[config.mk]
export PLATFORM = sky130hd
export DESIGN_NAME = lfu_cache_table_unit
export DESIGN_NICKNAME = d
export VERILOG_FILES = /design/src/rtl/core/lfu_pkg.sv /design/src/rtl/core/lfu_scan_unit.sv /design/src/rtl/core/lfu_cache_table_unit.sv
export SDC_FILE = /design/constraint.sdc
export NUM_CORES = 2
export LEC_CHECK = 0
export ABC_AREA = 1
export ABC_CLOCK_PERIOD_IN_PS = 7210
export BUFFER_PORTS_ARGS = -buffer_cell sky130_fd_sc_hd__buf_2
export CORE_MARGIN = 8
export CORE_UTILIZATION = 40
export CTS_CLUSTER_DIAMETER = 200
export CTS_CLUSTER_SIZE = 8
export DETAILED_ROUTE_END_ITERATION = 16
export PLACE_DENSITY = 0.53
export SETUP_SLACK_MARGIN = 0.15
export SYNTH_ARGS = -nofsm -noshare
export SYNTH_HDL_FRONTEND = slang
export SYNTH_SLANG_ARGS = --single-unit
[constraint.sdc]
create_clock -name clk -period 7.21 [get_ports clk]
set_input_delay 1.0815 -clock clk [delete_from_list [all_inputs] [get_ports clk]]
set_output_delay 1.0815 -clock clk [all_outputs]
set_load 0.005 [all_outputs]
[src/rtl/core/lfu_pkg.sv]
// Shared types and constants for the LFU cache table.
package lfu_pkg;

    localparam int MAX_ENTRIES = 16;
    localparam int IDX_W       = $clog2(MAX_ENTRIES);
    localparam int OCC_W       = $clog2(MAX_ENTRIES + 1);
    localparam int CAP_W       = 5;
    localparam int COUNT_BITS  = 16;
    localparam int KEY_W       = 32;
    localparam int VAL_W       = 32;

    localparam logic [COUNT_BITS-1:0] CNT_MAX = {COUNT_BITS{1'b1}};
    localparam logic [COUNT_BITS-1:0] CNT_ONE = COUNT_BITS'(1);
    localparam logic [VAL_W-1:0]      VAL_NONE = {VAL_W{1'b1}};

    localparam logic OP_GET = 1'b0;
    localparam logic OP_PUT = 1'b1;

    typedef logic [IDX_W-1:0]      idx_t;
    typedef logic [IDX_W-1:0]      rank_t;
    typedef logic [COUNT_BITS-1:0] cnt_t;
    typedef logic [KEY_W-1:0]      key_t;
    typedef logic [VAL_W-1:0]      val_t;

    // One entry as seen at the scan read port.
    typedef struct packed {
        logic  valid;
        key_t  key;
        val_t  value;
        cnt_t  count;
        rank_t rank;
    } entry_t;

    // Accumulated outcome of one scan over the table.
    typedef struct packed {
        logic  found;
        idx_t  found_idx;
        rank_t found_rank;
        cnt_t  found_cnt;
        val_t  found_value;
        logic  vic_vld;
        idx_t  vic_idx;
        cnt_t  vic_cnt;
        rank_t vic_rank;
        key_t  vic_key;
        logic  free_vld;
        idx_t  free_idx;
    } scan_res_t;

endpackage

[src/rtl/core/lfu_scan_unit.sv]
// Per-entry compare unit: key match, LFU/LRU victim and first free slot over a scan.
module lfu_scan_unit (
    input  logic               clk,
    input  logic               rst_n,
    input  logic               clear,
    input  logic               step,
    input  lfu_pkg::idx_t      idx,
    input  lfu_pkg::entry_t    cur,
    input  lfu_pkg::key_t      key,
    output lfu_pkg::scan_res_t res
);
    import lfu_pkg::*;

    scan_res_t acc_reg;
    scan_res_t acc_next;
    logic      match;
    logic      better;

    assign match  = cur.valid && (cur.key == key);
    // lower count wins, equal count goes to the older entry
    assign better = cur.valid && (!acc_reg.vic_vld || (cur.count < acc_reg.vic_cnt) ||
                    ((cur.count == acc_reg.vic_cnt) && (cur.rank > acc_reg.vic_rank)));

    always_comb
    begin
        acc_next = acc_reg;
        if (clear)
        begin
            acc_next = '0;
        end
        else if (step)
        begin
            if (match && !acc_reg.found)
            begin
                acc_next.found       = 1'b1;
                acc_next.found_idx   = idx;
                acc_next.found_rank  = cur.rank;
                acc_next.found_cnt   = cur.count;
                acc_next.found_value = cur.value;
            end
            if (better)
            begin
                acc_next.vic_vld  = 1'b1;
                acc_next.vic_idx  = idx;
                acc_next.vic_cnt  = cur.count;
                acc_next.vic_rank = cur.rank;
                acc_next.vic_key  = cur.key;
            end
            if (!cur.valid && !acc_reg.free_vld)
            begin
                acc_next.free_vld = 1'b1;
                acc_next.free_idx = idx;
            end
        end
    end

    always_ff @(posedge clk or negedge rst_n)
    begin
        if (!rst_n)
            acc_reg <= '0;
        else
            acc_reg <= acc_next;
    end

    assign res = acc_reg;

endmodule

[src/rtl/core/lfu_cache_table_unit.sv]
// LFU cache table with LRU tie-break: one lookup or insert per item, in steps: take the
// beat, walk every table entry (16) through the single compare unit that searches for
// the key, the eviction victim and the first free slot, then write back the entry, shift
// the recency ranks and load the result register. s_tready is low from the accepted beat
// until the write-back cycle; a held result stalls the write-back.
// Capacity is written on the cfg channel; the user is to write it only while the block
// is idle, which the block itself does not enforce.
module lfu_cache_table_unit (
    input  logic        clk,
    input  logic        rst_n,
    input  logic        cfg_valid,
    output logic        cfg_ready,
    input  logic [4:0]  cfg_data,    // capacity_in_use
    input  logic        s_tvalid,
    output logic        s_tready,
    input  logic [63:0] s_tdata,     // [31:0] lookup_key, [63:32] new_value
    input  logic [0:0]  s_tuser,     // [0] opcode
    output logic        m_tvalid,
    input  logic        m_tready,
    output logic [63:0] m_tdata,     // [31:0] read_value, [63:32] evicted_key
    output logic [1:0]  m_tuser      // [0] hit, [1] evicted
);
    import lfu_pkg::*;

    localparam logic [1:0] ST_IDLE   = 2'd0;
    localparam logic [1:0] ST_SCAN   = 2'd1;
    localparam logic [1:0] ST_UPDATE = 2'd2;

    logic [1:0]       state_reg, state_next;
    idx_t             idx_reg, idx_next;
    logic [CAP_W-1:0] cap_reg;
    logic [OCC_W-1:0] occ_reg, occ_next;
    logic             op_reg;
    key_t             key_reg;
    val_t             val_reg;

    logic             valid_reg [MAX_ENTRIES];
    logic             valid_next [MAX_ENTRIES];
    rank_t            rank_reg [MAX_ENTRIES];
    rank_t            rank_next [MAX_ENTRIES];
    key_t             key_mem [MAX_ENTRIES];
    val_t             val_mem [MAX_ENTRIES];
    cnt_t             cnt_mem [MAX_ENTRIES];

    logic             out_valid_reg;
    logic [63:0]      out_data_reg;
    logic [1:0]       out_user_reg;

    logic             accept;
    logic             do_update;
    entry_t           cur;
    scan_res_t        res;
    logic [OCC_W-1:0] eff_cap;
    logic             miss_put;
    logic             evict;
    logic             insert;
    idx_t             slot;
    cnt_t             cnt_inc;
    val_t             rd_value;
    key_t             ev_key;

    assign cfg_ready = 1'b1;
    assign s_tready  = (state_reg == ST_IDLE);
    assign accept    = s_tvalid && s_tready;
    assign do_update = (state_reg == ST_UPDATE) && (!out_valid_reg || m_tready);

    assign cur.valid = valid_reg[idx_reg];
    assign cur.key   = key_mem[idx_reg];
    assign cur.value = val_mem[idx_reg];
    assign cur.count = cnt_mem[idx_reg];
    assign cur.rank  = rank_reg[idx_reg];

    lfu_scan_unit u_scan (
        .clk   (clk),
        .rst_n (rst_n),
        .clear (accept),
        .step  (state_reg == ST_SCAN),
        .idx   (idx_reg),
        .cur   (cur),
        .key   (key_reg),
        .res   (res)
    );

    always_comb
    begin
        priority if (cap_reg == '0)
            eff_cap = OCC_W'(1);
        else if (OCC_W'(cap_reg) > OCC_W'(MAX_ENTRIES))
            eff_cap = OCC_W'(MAX_ENTRIES);
        else
            eff_cap = OCC_W'(cap_reg);
    end

    assign miss_put = !res.found && (op_reg == OP_PUT);
    assign evict    = miss_put && (occ_reg >= eff_cap) && res.vic_vld;
    // lowest free slot after the eviction
    assign slot     = (evict && (!res.free_vld || (res.vic_idx < res.free_idx))) ?
                      res.vic_idx : res.free_idx;
    assign insert   = miss_put && (evict || res.free_vld);
    assign cnt_inc  = (res.found_cnt == CNT_MAX) ? res.found_cnt : res.found_cnt + CNT_ONE;
    assign rd_value = (res.found && (op_reg == OP_GET)) ? res.found_value : VAL_NONE;
    assign ev_key   = evict ? res.vic_key : '0;

    always_comb
    begin
        for (int j = 0; j < MAX_ENTRIES; j++)
        begin
            valid_next[j] = valid_reg[j];
            rank_next[j]  = rank_reg[j];
            if (res.found)
            begin
                if (idx_t'(j) == res.found_idx)
                    rank_next[j] = '0;
                else if (valid_reg[j] && (rank_reg[j] < res.found_rank))
                    rank_next[j] = rank_reg[j] + rank_t'(1);
            end
            else if (insert)
            begin
                if (evict && (idx_t'(j) == res.vic_idx))
                    valid_next[j] = 1'b0;
                if (idx_t'(j) == slot)
                begin
                    valid_next[j] = 1'b1;
                    rank_next[j]  = '0;
                end
                else if (valid_reg[j] && !(evict && (idx_t'(j) == res.vic_idx)))
                begin
                    // close the victim's gap, then age by one for the newcomer
                    if (evict && (rank_reg[j] > res.vic_rank))
                        rank_next[j] = rank_reg[j];
                    else
                        rank_next[j] = rank_reg[j] + rank_t'(1);
                end
            end
        end
    end

    assign occ_next = (insert && !evict) ? occ_reg + OCC_W'(1) : occ_reg;

    always_comb
    begin
        state_next = state_reg;
        idx_next   = idx_reg;
        unique case (state_reg)
            ST_IDLE:
            begin
                if (accept)
                begin
                    state_next = ST_SCAN;
                    idx_next   = '0;
                end
            end
            ST_SCAN:
            begin
                idx_next = idx_reg + idx_t'(1);
                if (idx_reg == idx_t'(MAX_ENTRIES - 1))
                    state_next = ST_UPDATE;
            end
            ST_UPDATE:
            begin
                if (do_update)
                    state_next = ST_IDLE;
            end
            default:
            begin
                state_next = ST_IDLE;
            end
        endcase
    end

    always_ff @(posedge clk or negedge rst_n)
    begin
        if (!rst_n)
        begin
            state_reg     <= ST_IDLE;
            idx_reg       <= '0;
            cap_reg       <= CAP_W'(MAX_ENTRIES);
            occ_reg       <= '0;
            out_valid_reg <= 1'b0;
            for (int j = 0; j < MAX_ENTRIES; j++)
                valid_reg[j] <= 1'b0;
        end
        else
        begin
            state_reg <= state_next;
            idx_reg   <= idx_next;
            if (cfg_valid && cfg_ready)
                cap_reg <= cfg_data;
            if (do_update)
            begin
                occ_reg <= occ_next;
                for (int j = 0; j < MAX_ENTRIES; j++)
                    valid_reg[j] <= valid_next[j];
            end
            if (do_update)
                out_valid_reg <= 1'b1;
            else if (m_tready)
                out_valid_reg <= 1'b0;
        end
    end

    always_ff @(posedge clk)
    begin
        if (accept)
        begin
            op_reg  <= s_tuser[0];
            key_reg <= s_tdata[31:0];
            val_reg <= s_tdata[63:32];
        end
        if (do_update)
        begin
            for (int j = 0; j < MAX_ENTRIES; j++)
                rank_reg[j] <= rank_next[j];
            out_data_reg <= {ev_key, rd_value};
            out_user_reg <= {evict, res.found};
            if (res.found)
            begin
                cnt_mem[res.found_idx] <= cnt_inc;
                if (op_reg == OP_PUT)
                    val_mem[res.found_idx] <= val_reg;
            end
            else if (insert)
            begin
                key_mem[slot] <= key_reg;
                val_mem[slot] <= val_reg;
                cnt_mem[slot] <= CNT_ONE;
            end
        end
    end

    assign m_tvalid = out_valid_reg;
    assign m_tdata  = out_data_reg;
    assign m_tuser  = out_user_reg;

endmodule

==> results.py <==
metrics = {
    "floorplanning": {
        "fp.dieArea_um2": 189000,
        "row_count": 153,
        "die-width_um": 435,
        "die_h_um": 435,
        "initial_core_util": 0.403,
        "core_area_um2": 174000,
        "io_pins": 144,
    },
    "pwr": {
        "peakVddDrop_mv": 0.281,
        "p_comb_frac": 0.309,
        "internal-power_w": 0.0186,
        "seqPwrFrac": 0.370,
        "powerDensity_nw_per_um2": 375,
        "design_power_total_w": 0.0299,
        "power.switching_w": 0.0113,
        "p_leak_nw": 29.0,
        "clkPwrFrac": 0.321,
        "netSwitchingFraction": 0.377,
    },
    "layout": {
        "fin_nets": 6629,
        "stdcell_area_um2": 79900,
        "syn_to_final_growth_pct": 13.9,
        "largest_registers": "key_mem x512, val_mem x512, cnt_mem x256",
        "final_cell_mix": "edfxtp_1, nand2_1, nor2_1",
        "diodes": 0,
        "drive_gt1_frac": 0.0895,
        "final_common_cell": "edfxtp_1",
        "n_fill_cell": 15836,
    },
    "synthesis": {
        "synth_ff_type": "edfxtp_1",
        "syn_area_um2": 70100,
        "avgSynthCellArea_um2": 11.2,
        "synth.distinct_cells": 45,
        "synthArstFlopShare": 0.0934,
        "netlist_instances": 6253,
        "synth-seq-cells": 1627,
        "synth_seq_area_share": 0.686,
        "synth_edf_count": 1475,
        "syn_nets": 6487,
        "ys.warnings.count": 0,
    },
    "setup_path": {
        "setup.worst_path.end_class": "flop",
        "crit_type": "flop to flop",
        "start_kind": "flop",
        "cp_slowest_cell": "nor2_2",
        "crit_chain": "inv_1 -> nand4_1 -> nand2_1 -> nand2_1 -> ha_1 -> nand2_1 -> inv_1 -> o21ai_0 -> nand4_1 -> nand2_2 -> inv_2 -> nand2_2 -> o21ai_0 -> o21ai_0 -> nand2_1 -> nor2_2",
        "cp.arrival_ps": 6380,
        "critPathMaxFanout": 24,
        "cp_common_cell": "nand2_1",
        "r2r_setup_slack_ps": 1280,
        "slowest_delay_ps": 950,
        "worstPathRequired_ps": 7660,
    },
    "status": {
        "status": "complete, no violations",
    },
    "timing": {
        "setup_viol": 0,
        "post-route-period-util": 0.822,
        "timing.slew.headroom": 0.241,
        "fin_worst_skew_ps": 87.3,
        "final.setup.tns_ps": 0,
        "hold_slack_ps": 274,
        "fin_crit_ps": 5930,
        "maxSlewViolCount": 0,
        "tightest_slew_ps": 1140,
        "finalHoldViolations": 0,
        "rsz0062_at_grt": "no",
        "fmax_mhz": 169,
    },
    "routing": {
        "drt_iter0_drc": 4450,
        "vias": 47649,
        "viasPerCell": 5.39,
        "wl_mm": 207,
        "first_pass_iters": 6,
        "drc": 0,
        "wl_per_cell_um": 23.5,
        "drtAntennaViolNets": 0,
    },
    "cts": {
        "postCtsResizedCells": 0,
        "cts.sinks": 1627,
        "cts_root_buf": "clkbuf_16",
        "cts_buffers": 221,
        "tritoncts": "done",
        "clk_latency_ps": 890,
        "clk_transition_reported_paths_ps": 50,
        "cts_max_level": 4,
        "holdBufCountCts": 0,
        "clockBufferDepth": 3,
        "post_cts_buffers": 0,
    },
    "job": {
        "drv_cap": 0,
    },
    "grt": {
        "grt_usage": 0.212,
        "grt_pass1_vias": 46222,
        "grt_max_degree": 154,
        "antenna_found_initial": 4,
        "grt_pass1_wl_mm": 308,
        "grt_overflow_total": 0,
    },
    "placement": {
        "dpl_cell_area_um2": 73500,
        "gp_congestion": 0.876,
        "portBuffers": 142,
        "hpwl_mm": 125,
    },
    "hold_path": {
        "hp-class": "input pin to async pin",
    },
}
-- cell families (layout without fill, tap and decap cells) --
kind of cell / Yosys count / after routing / synth area share
xor gates and xnor gates: 44 / 44 / 0.00549
and+or+nand+nor: 2520 / 2520 / 0.145
buffers and inverters: 805 / 1066 / 0.0463
AOI/OAI and AO/OA: 1096 / 1096 / 0.0886
other: 1 / 1 / 0.0000535
DFF: 1627 / 1627 / 0.686
muxes: 1 / 1 / 0.000161
adders and majority gates: 159 / 159 / 0.0284
-- cell type report --
cell class,count,area [um^2],share of cell area
flip-flops and latches,1627,48100,0.602
multi-input cells,3821,19100,0.239
clock buffers,326,5920,0.0742
well taps,2325,2910,0.0364
inverters,469,1790,0.0224
repair buffers,255,1610,0.0201
clock inverters,16,437,0.00547
-- synth_stat cells, types with 20 or more instances --
library cell / n / area [um^2]
inv_1: 454 / 1700
nand4_1: 20 / 125
dfrtp_1: 151 / 3780
o221ai_1: 80 / 701
ha_1: 159 / 1990
xor2_1: 25 / 219
buf_1: 30 / 113
clkbuf_1: 191 / 717
nand2_1: 1151 / 4320
nor3_1: 23 / 115
a31oi_1: 20 / 125
o21ai_0: 634 / 3170
nor2_1: 834 / 3130
o22ai_1: 127 / 795
a21oi_1: 83 / 415
o21ai_1: 62 / 310
o211ai_1: 48 / 360
edfxtp_1: 1475 / 44300
nand3_1: 479 / 2400
buf_2: 93 / 465
-- through the flow --
| step | std cells | setup slack, ps | utilization |
|---|---|---|---|
| 2_1_floorplan | 6253 | 777 | - |
| 3_3_place_gp | 8497 | 1220 | 0.423 |
| 3_5_place_dp | 8497 | 1150 | 0.423 |
| 4_1_cts | 8839 | 1130 | 0.459 |
| 5_1_grt | 8839 | 957 | 0.459 |
| 6_report | 8839 | 1280 | 0.459 |
-- power groups by stage --
stage,logic (W),registers [W],clock network (W)
floorplan,0.00599,0.0110,0
global placement,0.00914,0.0112,0
detailed placement,0.00922,0.0112,0
CTS,0.00925,0.0111,0.00982
global route,0.0102,0.0111,0.0102
finish,0.00925,0.0111,0.00962
-- per-layer routing --
layer | up-vias | GRT usage | wire length [um]
met5 | - | 0 | 13
met4 | 2 | 0.0552 | 4410
met3 | 261 | 0.0312 | 11700
met2 | 1481 | 0.353 | 100000
met1 | 23745 | 0.293 | 91000
li1 | 22160 | - | -
-- final timing paths --
kind	startpoint	to	cells past startpoint
worst min-delay path	rst_n	u_scan.res[67]	1
worst min register to register	occ_reg[4]	occ_reg[4]	1
max in group asynchronous	rst_n	valid_reg[13]	2
min in group clk	s_tdata[23]	key_reg[23]	1
worst max register to register	cap_reg[2]	cnt_mem[1][3]	16
worst max-delay path	cap_reg[2]	cnt_mem[1][3]	16
-- critical path, delay by kind of cell, from the launching register on --
| kind | cells | cell delay (ps) |
|---|---|---|
| DFF | 1 | 380 |
| and+or+nand+nor | 9 | 3190 |
| buffers and inverters | 3 | 470 |
| AOI/OAI and AO/OA | 3 | 1120 |
| adders and majority gates | 1 | 310 |
Power figures use the tool's default switching activity.
